### config.mk
export PLATFORM = sky130hd
export DESIGN_NAME = time_string_to_ms_parser
export DESIGN_NICKNAME = d
export VERILOG_FILES = /design/src/hw/rtl/tsms_pkg.sv /design/src/hw/rtl/time_string_to_ms_parser.sv
export SDC_FILE = /design/constraint.sdc
export NUM_CORES = 1
export LEC_CHECK = 0
export BUFFER_PORTS_ARGS = -buffer_cell sky130_fd_sc_hd__buf_2
export CAP_MARGIN = 20
export CORE_MARGIN = 5
export CORE_UTILIZATION = 40
export DETAILED_ROUTE_END_ITERATION = 6
export HOLD_SLACK_MARGIN = 0.03
export SYNTH_ARGS = -nofsm -noshare
export SYNTH_HDL_FRONTEND = slang
export SYNTH_SLANG_ARGS = --single-unit
### constraint.sdc
create_clock -name i_clk -period 15.4 [get_ports i_clk]
set_input_delay 4.62 -clock i_clk [delete_from_list [all_inputs] [get_ports i_clk]]
set_output_delay 4.62 -clock i_clk [all_outputs]
set_load 0.03 [all_outputs]
### src/hw/rtl/tsms_pkg.sv
// ----------------------------------------------------------------------------
// tsms_pkg: shared constants and helpers for the duration string parser
// Character codes, accumulator widths and saturating arithmetic helpers.
// ----------------------------------------------------------------------------
package tsms_pkg;

    // accumulator and field widths
    localparam int unsigned ACC_W  = 40;
    localparam int unsigned FRAC_W = 10;
    localparam int unsigned OUT_W  = 32;

    // ascii codes
    localparam logic [7:0] CHAR_COLON = 8'h3A;
    localparam logic [7:0] CHAR_DOT   = 8'h2E;
    localparam logic [7:0] CHAR_COMMA = 8'h2C;
    localparam logic [7:0] CHAR_ZERO  = 8'h30;
    localparam logic [7:0] CHAR_NINE  = 8'h39;

    // scale factors
    localparam logic [ACC_W-1:0] BARE_MS_MIN = 40'd10000;
    localparam logic [9:0]       MS_PER_S    = 10'd1000;
    localparam logic [5:0]       S_PER_MIN   = 6'd60;
    localparam logic [1:0]       FRAC_DIGITS = 2'd3;

    // largest second count whose ms value can still fit in 32 bits
    localparam logic [ACC_W-1:0] MS_SAT_LIMIT = 40'd4294967;

    // a * 60 + b, saturated to the accumulator width
    function automatic logic [ACC_W-1:0] sat_mul60_add(
        input logic [ACC_W-1:0] a,
        input logic [ACC_W-1:0] b
    );
        logic [ACC_W+6:0] s;
        s = {7'd0, a} * {41'd0, S_PER_MIN} + {7'd0, b};
        return (|s[ACC_W+6:ACC_W]) ? {ACC_W{1'b1}} : s[ACC_W-1:0];
    endfunction

    // a * 10 + d, saturated to the accumulator width
    function automatic logic [ACC_W-1:0] sat_mul10_add(
        input logic [ACC_W-1:0] a,
        input logic [3:0]       d
    );
        logic [ACC_W+3:0] s;
        s = {4'd0, a} * 44'd10 + {40'd0, d};
        return (|s[ACC_W+3:ACC_W]) ? {ACC_W{1'b1}} : s[ACC_W-1:0];
    endfunction

endpackage

### src/hw/rtl/time_string_to_ms_parser.sv
// ----------------------------------------------------------------------------
// time_string_to_ms_parser: ascii duration string to milliseconds
// Streams h:m:s[.fff] text one character per request and returns the
// duration in ms, with a well-formed flag, on the end-of-string request.
// ----------------------------------------------------------------------------
// The parser takes one character request per clock cycle while the result
// side does not back up an end request, with the string end marked by
// tlast; the character of the end request is ignored. Each character is held
// in an input register and folded into the parse state in the next cycle
// with one constant multiply-add (x10 for a digit, x60 at a colon). An end
// request then passes a finish stage (segment combine and fraction padding)
// and an output stage (x1000 scaling and 32-bit saturation) on its way to
// the master side; further strings stream in behind it with no gap while the
// result side keeps up. Any malformed or empty string returns 0 with tuser clear.
module time_string_to_ms_parser (
    input  logic        i_clk,
    input  logic        i_rst_n,
    // input requests
    input  logic        i_s_axis_tvalid,
    output logic        o_s_axis_tready,
    input  logic [7:0]  i_s_axis_tdata,   // [7:0] character
    input  logic        i_s_axis_tlast,   // string_end
    // result requests
    output logic        o_m_axis_tvalid,
    input  logic        i_m_axis_tready,
    output logic [31:0] o_m_axis_tdata,   // [31:0] total_ms
    output logic        o_m_axis_tuser    // [0] parse_ok
);

    localparam int unsigned ACC_W  = tsms_pkg::ACC_W;
    localparam int unsigned FRAC_W = tsms_pkg::FRAC_W;
    localparam int unsigned OUT_W  = tsms_pkg::OUT_W;

    // input register
    logic       r_in_valid;
    logic [7:0] r_in_char;
    logic       r_in_last;

    // parse state
    logic [ACC_W-1:0]  r_seg,  n_seg;
    logic [ACC_W-1:0]  r_tot,  n_tot;
    logic [FRAC_W-1:0] r_frac, n_frac;
    logic [1:0]        r_fcnt, n_fcnt;
    logic r_in_frac, n_in_frac;
    logic r_has_dig, n_has_dig;
    logic r_sep,     n_sep;
    logic r_err,     n_err;
    logic r_any,     n_any;

    // finish stage
    logic              r_a_valid;
    logic [ACC_W-1:0]  r_a_ms,   n_a_ms;
    logic [FRAC_W-1:0] r_a_frac, n_a_frac;
    logic              r_a_bare, n_a_bare;
    logic              r_a_ok,   n_a_ok;

    // output stage
    logic             r_out_valid;
    logic [OUT_W-1:0] r_out_ms, n_out_ms;
    logic             r_out_ok;

    logic out_load, a_ready, a_load, in_consume, in_accept;

    // handshake chain
    always_comb begin
        out_load        = r_a_valid && (!r_out_valid || i_m_axis_tready);
        a_ready         = !r_a_valid || out_load;
        in_consume      = r_in_valid && (!r_in_last || a_ready);
        a_load          = in_consume && r_in_last;
        o_s_axis_tready = !r_in_valid || in_consume;
        in_accept       = i_s_axis_tvalid && o_s_axis_tready;
    end

    // character decode and state update
    always_comb begin
        logic [3:0] digit;
        logic       is_digit;
        digit    = 4'(r_in_char - tsms_pkg::CHAR_ZERO);
        is_digit = (r_in_char >= tsms_pkg::CHAR_ZERO) && (r_in_char <= tsms_pkg::CHAR_NINE);

        n_seg     = r_seg;
        n_tot     = r_tot;
        n_frac    = r_frac;
        n_fcnt    = r_fcnt;
        n_in_frac = r_in_frac;
        n_has_dig = r_has_dig;
        n_sep     = r_sep;
        n_err     = r_err;
        n_any     = 1'b1;

        if (!r_err) begin
            if (r_in_char == tsms_pkg::CHAR_COLON) begin
                if (r_in_frac || !r_has_dig) begin
                    n_err = 1'b1;
                end else begin
                    n_tot     = tsms_pkg::sat_mul60_add(r_tot, r_seg);
                    n_seg     = '0;
                    n_has_dig = 1'b0;
                    n_sep     = 1'b1;
                end
            end else if (r_in_char == tsms_pkg::CHAR_DOT
                      || r_in_char == tsms_pkg::CHAR_COMMA) begin
                if (r_in_frac) begin
                    n_err = 1'b1;
                end else begin
                    n_in_frac = 1'b1;
                    n_sep     = 1'b1;
                end
            end else if (is_digit) begin
                n_has_dig = 1'b1;
                if (!r_in_frac) begin
                    n_seg = tsms_pkg::sat_mul10_add(r_seg, digit);
                end else if (r_fcnt < tsms_pkg::FRAC_DIGITS) begin
                    n_frac = FRAC_W'(r_frac * 4'd10 + {6'd0, digit});
                    n_fcnt = r_fcnt + 2'd1;
                end
            end else begin
                n_err = 1'b1;
            end
        end
    end

    // finish: combine segments and pad the fraction to ms
    always_comb begin
        n_a_ok   = r_any && !r_err && r_has_dig;
        n_a_bare = 1'b0;
        n_a_frac = '0;
        if (!r_sep) begin
            n_a_ms   = r_seg;
            n_a_bare = (r_seg >= tsms_pkg::BARE_MS_MIN);
        end else begin
            n_a_ms = tsms_pkg::sat_mul60_add(r_tot, r_seg);
            case (r_fcnt)
                2'd1:    n_a_frac = FRAC_W'(r_frac * 7'd100);
                2'd2:    n_a_frac = FRAC_W'(r_frac * 4'd10);
                2'd3:    n_a_frac = r_frac;
                default: n_a_frac = '0;
            endcase
        end
    end

    // output: scale seconds to ms (bare ms values pass through) and saturate to 32 bits
    always_comb begin
        logic [OUT_W:0] prod;
        prod = {10'd0, r_a_ms[22:0]} * {23'd0, tsms_pkg::MS_PER_S} + {23'd0, r_a_frac};
        if (!r_a_ok) begin
            n_out_ms = '0;
        end else if (r_a_bare) begin
            n_out_ms = (|r_a_ms[ACC_W-1:OUT_W]) ? {OUT_W{1'b1}} : r_a_ms[OUT_W-1:0];
        end else if (r_a_ms > tsms_pkg::MS_SAT_LIMIT || prod[OUT_W]) begin
            n_out_ms = {OUT_W{1'b1}};
        end else begin
            n_out_ms = prod[OUT_W-1:0];
        end
    end

    // input register
    always_ff @(posedge i_clk) begin
        if (!i_rst_n) begin
            r_in_valid <= 1'b0;
        end else if (in_accept) begin
            r_in_valid <= 1'b1;
        end else if (in_consume) begin
            r_in_valid <= 1'b0;
        end
        if (in_accept) begin
            r_in_char <= i_s_axis_tdata;
            r_in_last <= i_s_axis_tlast;
        end
    end

    // parse state, cleared after every string end
    always_ff @(posedge i_clk) begin
        if (!i_rst_n || a_load) begin
            r_seg     <= '0;
            r_tot     <= '0;
            r_frac    <= '0;
            r_fcnt    <= '0;
            r_in_frac <= 1'b0;
            r_has_dig <= 1'b0;
            r_sep     <= 1'b0;
            r_err     <= 1'b0;
            r_any     <= 1'b0;
        end else if (in_consume) begin
            r_seg     <= n_seg;
            r_tot     <= n_tot;
            r_frac    <= n_frac;
            r_fcnt    <= n_fcnt;
            r_in_frac <= n_in_frac;
            r_has_dig <= n_has_dig;
            r_sep     <= n_sep;
            r_err     <= n_err;
            r_any     <= n_any;
        end
    end

    // finish stage
    always_ff @(posedge i_clk) begin
        if (!i_rst_n) begin
            r_a_valid <= 1'b0;
        end else if (a_load) begin
            r_a_valid <= 1'b1;
        end else if (out_load) begin
            r_a_valid <= 1'b0;
        end
        if (a_load) begin
            r_a_ms   <= n_a_ms;
            r_a_frac <= n_a_frac;
            r_a_bare <= n_a_bare;
            r_a_ok   <= n_a_ok;
        end
    end

    // output stage
    always_ff @(posedge i_clk) begin
        if (!i_rst_n) begin
            r_out_valid <= 1'b0;
        end else if (out_load) begin
            r_out_valid <= 1'b1;
        end else if (i_m_axis_tready) begin
            r_out_valid <= 1'b0;
        end
        if (out_load) begin
            r_out_ms <= n_out_ms;
            r_out_ok <= r_a_ok;
        end
    end

    assign o_m_axis_tvalid = r_out_valid;
    assign o_m_axis_tdata  = r_out_ms;
    assign o_m_axis_tuser  = r_out_ok;

endmodule

==> results.md, run 1 <==
* Comb power frac at 0.363
* DRT iter0 DRCs at between 1k and 1.5k
* Endpoints failing setup at 0
* Vias at roughly 20k
* Gates resized, CTS repair at 0
* Fin crit period at around 10,000 ps
* Outcome: finished clean
* Num CTS Buffers at 17
* Nets at 3,098
* Clk_skew at ~17 ps
* Crit. End Element: output pin
* CTS tree: done
* Area after DPL at between 0.02 and 0.025 mm²
* Fill count at roughly 5.8k
* Leakage at between 10 and 15 nW
* Final instance area at between 0.02 and 0.03 mm²
* Post-DP HPWL at slightly below 50,000 µm
* Relative slew margins at 0.193
* Setup Fix Bufs, Post-CTS at 0
* Most used cell, CP: buf_2
* Final Hold Vio Count at 0
* Synthesized instance count at roughly 2.7k
* First-pass DRT Iterations at 6
* Final Non-Filler Cells at ~3.4k
* Syn nets at approximately 3.1k
* Max-cap violation count at 0
* Slowest cell delay on critical path at 350 ps
* Worst-path cell chain: buf_2 -> nor2b_1 -> nand4_1 -> buf_2
* Largest net degree at the start of global routing at 80
* Total GRT Usage at 0.191
* Die W at roughly 250 µm
* Die Y at between 200 and 300 µm
* Sw Ratio at 0.368
* Post-Place Cells at 3,384
* Crit Path Class: input port to output pin
* # hold bufs at CTS at 0
* Vias per cell at between 5 and 6
* Wire per inst at around 18 µm
* Flops & latches, synth at between 150 and 200
* Critical path peak fanout at 5
* Number of global-route vias before repair at roughly 19k
* Clk_lat worst skew at between 400 and 500 ps
* Slowest-stage cell, CP: nor2b_1
* Synth top area cells: ha_1 (15%), fa_1 (14%), edfxtp_1 (12%)
* Max VDD drop at around 92 µV
* Post-synth top area cell: ha_1
* Number of synthesized flops with an enable pin at 94
* Layout cells sized above 1 at 0.0575
* Crit path launch type: input port
* Maximum clock path buffer count at 2
* CORE AREA at about 0.059 mm²
* Reg clk slew, reported paths at 80 ps
* CTS sink cnt at between 150 and 200
* Share of the synthesized area in the top cell type at 0.151
* ANT nets after route at 0
* Overall die area at around 0.064 mm²
* Internal power at around 0.00099 W
* Synthesized area per cell at 8.93 µm²
* Worst hold slack at 478 ps
* Hold Crit Class: flop to flop
* Initial antenna violation count at 0
* Synth Flop Type: dfxtp_1
* Rows at about 90
* Sw Pwr at between 0.0005 and 0.0006 W
* PwrDens at ~63 mW/mm²
* Buffers on Ports at 47
* Gr ovfl total at 0
* Final Max Slew Viols at 0
* Async set or reset register ratio after synthesis at 0
* Final worst-path cycle share at 0.658
* Worst reg2reg path depth at 25
* # IOs at between 40 and 50
* Post-synthesis sequential area ratio at 0.204
* WP data required at ~11,000 ps
* # H-tree levels at 4
* First-pass GRT wire length at between 100,000 and 150,000 µm
* Number of library cell types mapped by synthesis at 104
* Initial Util at 0.403
* Tot Pwr at between 0.0015 and 0.002 W
* Antenna Cells at 0
* Ys Warns at 0
* RSZ-0062 raised after global routing: false
* Worst slew pin tran at ~1200 ps
* Clock power frac at 0.285
* Area added between synthesis and finish at 6.22%
* Max Fclk at just under 100 MHz
* Mapped cell area at 0.0237 mm²
* Arr. time, crit path at around 5500 ps
* GPL Wtd Cong at 0.876
* Hold-critical path depth at 2
* Routed WL at between 60,000 and 70,000 µm
* Sequential power share at 0.352
* Drt drc at 0
* Fin Setup TNS at 0 ps
* Clk root buf: clkbuf_16
==> cells in the mapped netlist (21+ instances only) <==
library cell and count:
a211oi_1 47, a21o_1 89, a21oi_1 229, a31oi_1 68, clkbuf_1 75, dfxtp_1 100, edfxtp_1 94, fa_1 167
ha_1 286, inv_1 286, nand2_1 145, nand3_1 42, nand4_1 41, nor2_1 170, nor3_1 25, nor4_1 21
o21ai_0 132, o21bai_1 28, o221a_1 23, xnor2_1 119, xor2_1 80
==> per-stage QoR <==
step | utilization | setup WS, ps
2_1_floorplan | - | 5560
3_3_place_gp | 0.417 | 5310
3_5_place_dp | 0.417 | 5270
4_1_cts | 0.427 | 5260
5_1_grt | 0.428 | 5230
6_report | 0.428 | 5270
==> final timing paths <==
kind / startpoint / slack (ps) / end
worst max register to register: r_tot[5]$_SDFFE_PP0P_ / 7510 / r_a_ms[28]$_DFFE_PP_
worst min register to register: r_has_dig$_SDFFE_PP0P_ / 480 / r_has_dig$_SDFFE_PP0P_
worst min-delay path: r_has_dig$_SDFFE_PP0P_ / 480 / r_has_dig$_SDFFE_PP0P_
worst max-delay path: i_m_axis_tready / 5270 / o_s_axis_tready
==> cells by family (layout without fill, tap and decap cells) <==
| kind of cell | after synthesis | count (layout) | synth area share |
|---|---|---|---|
| AO/OA/AOI/OAI | 815 | 815 | 0.233 |
| XOR/XNOR | 200 | 200 | 0.0743 |
| adder cells (fa/ha/maj) | 453 | 453 | 0.292 |
| buffers and inverters | 386 | 378 | 0.0653 |
| flip-flops | 194 | 194 | 0.204 |
| multiplexers | 9 | 9 | 0.00460 |
| AND/OR/NAND/NOR | 596 | 596 | 0.127 |
==> critical path, delay by kind of cell <==
kind | cells | cell delay [ps]
AND/OR/NAND/NOR | 2 | 570
buffers and inverters | 2 | 330
==> layout make-up <==
type,count,area (µm²),area share
Clock buffer,19,433,0.0172
Clock inverter,13,138,0.00547
Inverter,286,1070,0.0427
Multi-Input combinational cell,2073,17300,0.689
Sequential cell,194,4830,0.192
Tap cell,773,967,0.0385
Timing Repair Buffer,60,378,0.0150
==> cell usage in the layout (no fill, tap or decap), types with 28 or more instances in the layout <==
| cell | synthesis | final |
|---|---|---|
| nor2_1 | 170 | 170 |
| nand2_1 | 145 | 144 |
| ha_1 | 286 | 286 |
| buf_2 | 8 | 47 |
| edfxtp_1 | 94 | 94 |
| a21oi_1 | 229 | 229 |
| nand3_1 | 42 | 42 |
| xor2_1 | 80 | 80 |
| nand4_1 | 41 | 41 |
| dfxtp_1 | 100 | 99 |
| a21o_1 | 89 | 89 |
| o21bai_1 | 28 | 28 |
| fa_1 | 167 | 167 |
| a211oi_1 | 47 | 47 |
| xnor2_1 | 119 | 119 |
| a31oi_1 | 68 | 68 |
| o21ai_0 | 132 | 132 |
| inv_1 | 286 | 285 |
==> power by group through the flow <==
stage	Combinational [W]	Sequential [W]	Clock (W)
after floorplan	0.000454	0.000566	0
after global placement	0.000556	0.000567	0
after detailed placement	0.000563	0.000567	0
after CTS	0.000568	0.000555	0.000463
after global routing	0.000645	0.000556	0.000480
final	0.000571	0.000555	0.000448
==> routing by layer <==
layer  share of wire  track usage  vias to the layer above
met1            0.45        0.252                     9642
met4           0.024       0.0531                        0
met2            0.48        0.330                      426
li1                -            -                     9525
met3           0.041       0.0255                       86
met5               0            0                        -
==> sequential cells by signal (all words and copies together) (netlist names) <==
register         cells
r_seg               40
r_fcnt               2
o_m_axis_tuser       1
r_a_valid            1
r_tot               40
r_sep                1
r_in_last            1
r_frac              10
r_a_ok               1
r_err                1
r_in_char            8
r_in_frac            1
r_a_bare             1
r_has_dig            1
r_any                1
o_m_axis_tvalid      1
r_in_valid           1
r_a_ms              40
r_a_frac            10
o_m_axis_tdata      32
(Power assumes the default switching activity.)
==> inputs of run 2 (changes only) <==
--- a/config.mk
+++ b/config.mk
@@ -5,6 +5,7 @@
 export SDC_FILE = /design/constraint.sdc
 export NUM_CORES = 1
 export LEC_CHECK = 0
+export ABC_AREA = 1
 export BUFFER_PORTS_ARGS = -buffer_cell sky130_fd_sc_hd__buf_2
 export CAP_MARGIN = 20
 export CORE_MARGIN = 5
==> constraint.sdc (replaced) <==
create_clock -name i_clk -period 8.58 [get_ports i_clk]
set_input_delay 2.574 -clock i_clk [delete_from_list [all_inputs] [get_ports i_clk]]
set_output_delay 2.574 -clock i_clk [all_outputs]
set_load 0.03 [all_outputs]
==> run 2 against run 1 <==
Compared with the run above: clock skew rose by 6.9 ps; hold slack got worse by 12 ps; sequential cell count did not move; sequential power rose by 78%.
==> results.md, run 2 <==
* Ys Warns at 0
* Async set or reset register ratio after synthesis at 0
* WP data required at slightly below 9000 ps
* Post-DP HPWL at ~65,000 µm
* Rows at 95
* Post-Place Cells at 4,798
* Die Y at between 200 and 300 µm
* Clk root buf: clkbuf_16
* Antenna Cells at 0
* Slowest-stage cell, CP: fa_1
* Flops & latches, synth at ~190
* Endpoints failing setup at 0
* Nets at ~4.4k
* First-pass DRT Iterations at 5
* First-pass GRT wire length at ~120,000 µm
* Initial antenna violation count at 0
* Fill count at between 7k and 8k
* Die W at ~270 µm
* # H-tree levels at 4
* CTS tree: done
* Clk_skew at 23.7 ps
* Layout cells sized above 1 at 0.0748
* Fin Setup TNS at 0 ps
* Worst slew pin tran at between 900 and 1000 ps
* Total GRT Usage at 0.210
* GPL Wtd Cong at around 0.95
* Fin crit period at 6630 ps
* RSZ-0062 raised after global routing: false
* Post-synth top area cell: nand2_1
* Crit path launch type: flop
* Number of library cell types mapped by synthesis at 55
* Clk_lat worst skew at around 500 ps
* Max Fclk at around 150 MHz
* Commonest non-fill, non-tap cell in the layout: nand2_1
* Maximum clock path buffer count at 2
* Post-synthesis sequential area ratio at 0.178
* DRT iter0 DRCs at approximately 1.5k
* Synthesized instance count at 3,932
* Max-cap violation count at 0
* Tot Pwr at ~0.0029 W
* CTS sink cnt at approximately 190
* Final worst-path cycle share at 0.773
* # IOs at between 40 and 50
* Drt drc at 0
* Vias per cell at a little over 5
* Commonest cells after routing, fill and taps aside: nand2_1 (1,105), inv_1 (652), nor2_1 (338)
* Max VDD drop at 110 µV
* Mapped cell area at 0.0271 mm²
* Final Max Slew Viols at 0
* # hold bufs at CTS at 0
* Leakage at about 15 nW
* Top-count cell post-synth: nand2_1
* Crit Path Class: flop to flop
* Relative slew margins at 0.338
* Area added between synthesis and finish at 6.27%
* ANT nets after route at 0
* Final Non-Filler Cells at 4,832
* Buffers on Ports at between 40 and 50
* Arr. time, crit path at 6880 ps
* Outcome: finished clean
* Top flop regs: r_a_ms: 40 flops, r_seg: 40 flops, r_tot: 40 flops
* PwrDens at 101 mW/mm²
* Synth top area cells: nand2_1 (15%), ha_1 (13%), fa_1 (12%)
* Critical path peak fanout at 47
* Hold Crit Class: flop to flop
* Number of global-route vias before repair at 23.5k
* Overall die area at 0.0730 mm²
* Gr ovfl total at 0
* Synthesized area per cell at 6.89 µm²
* Post-synth top cells: nand2_1 (1,106), inv_1 (653), nor2_1 (340)
* Crit. End Element: flop
* Num CTS Buffers at 17
* Most used cell, CP: nand2_1
* Number of synthesized flops with an enable pin at 94
* Final Hold Vio Count at 0
* Synth Flop Type: dfxtp_1
* CORE AREA at about 0.067 mm²
* Slowest cell delay on critical path at between 500 and 600 ps
* Reg clk slew, reported paths at roughly 90 ps
* Initial Util at 0.403
* Gates resized, CTS repair at 0
* Routed WL at around 78,000 µm
* Setup Fix Bufs, Post-CTS at 0
* Share of the synthesized area in the top cell type at 0.153
* Flop2flop setup slack at just under 2000 ps
* Largest net degree at the start of global routing at 68
* Wire per inst at 16.0 µm
* Vias at 24.6k
* Syn nets at roughly 4.4k
==> run 2: cell count changes after synthesis, sizes merged, moves of 34 or more <==
cell / previous run / this run
nand2: 146 / 1136
a21oi: 232 / 266
a31oi: 69 / 28
o21ai: 141 / 107
xnor2: 120 / 56
a211oi: 47 / 5
a21o: 89 / 13
clkbuf: 76 / 39
nand3: 43 / 275
inv: 286 / 669
nor2: 170 / 374
==> run 2: final timing paths <==
kind | from | to | depth (start not counted)
worst max register to register | r_tot[7]$_SDFFE_PP0P_ | r_a_ms[10]$_DFFE_PP_ | 31
worst min register to register | r_any$_SDFFE_PP0P_ | r_any$_SDFFE_PP0P_ | 2
worst min-delay path | r_any$_SDFFE_PP0P_ | r_any$_SDFFE_PP0P_ | 2
worst max-delay path | r_tot[7]$_SDFFE_PP0P_ | r_a_ms[10]$_DFFE_PP_ | 31
==> run 2: cells by family (layout without fill, tap and decap cells) <==
| family | count (synthesis) | count (layout) | synth area share |
|---|---|---|---|
| xor+xnor | 144 | 144 | 0.0475 |
| flops | 194 | 194 | 0.178 |
| fa+ha+maj | 453 | 453 | 0.256 |
| simple gates | 1933 | 1933 | 0.312 |
| buf+inv | 744 | 771 | 0.108 |
| compound gates | 464 | 464 | 0.0994 |
==> run 2: per-stage QoR <==
stage          hold WS (ps)  setup slack, ps  area (µm²)   util
2_1_floorplan           433             2840       27100      -
3_3_place_gp            453             1580       28200  0.420
3_5_place_dp            454             1580       28200  0.420
4_1_cts                 467             1530       28800  0.428
5_1_grt                 518             1210       28800  0.429
6_report                467             1950       28800  0.429
==> run 2: metal layers <==
layer / up-vias / global-route usage / wire [µm] / part of all wire
li1: 12500 / - / - / -
met1: 11300 / 0.269 / 34700 / 0.45
met2: 572 / 0.364 / 36800 / 0.47
met3: 139 / 0.0260 / 3200 / 0.041
met4: 0 / 0.0793 / 2900 / 0.037
met5: - / 0 / 0 / 0
==> run 2: power by group <==
group	switching (W)	internal [W]
combinational	0.000739	0.000354
clock	0.000418	0.000395
sequential	0.0000100	0.000978
total	0.00117	0.00173
==> run 2: area by class of cell <==
type | count | area, µm² | area share
multi-input cells | 2994 | 19400 | 0.673
flip-flops and latches | 194 | 4820 | 0.168
inverters | 674 | 2530 | 0.0879
well taps | 873 | 1090 | 0.0379
clock buffers | 19 | 443 | 0.0154
repair buffers | 65 | 383 | 0.0133
clock inverters | 13 | 141 | 0.00491
==> run 2: worst max-delay path: cells and delay by family (launching register included) <==
| kind | cells | cell delay (ps) |
|---|---|---|
| AOI/OAI and AO/OA | 5 | 1000 |
| xor gates and xnor gates | 2 | 260 |
| adders and majority gates | 4 | 1650 |
| buffers and inverters | 6 | 950 |
| DFF | 1 | 310 |
| and+or+nand+nor | 14 | 2150 |
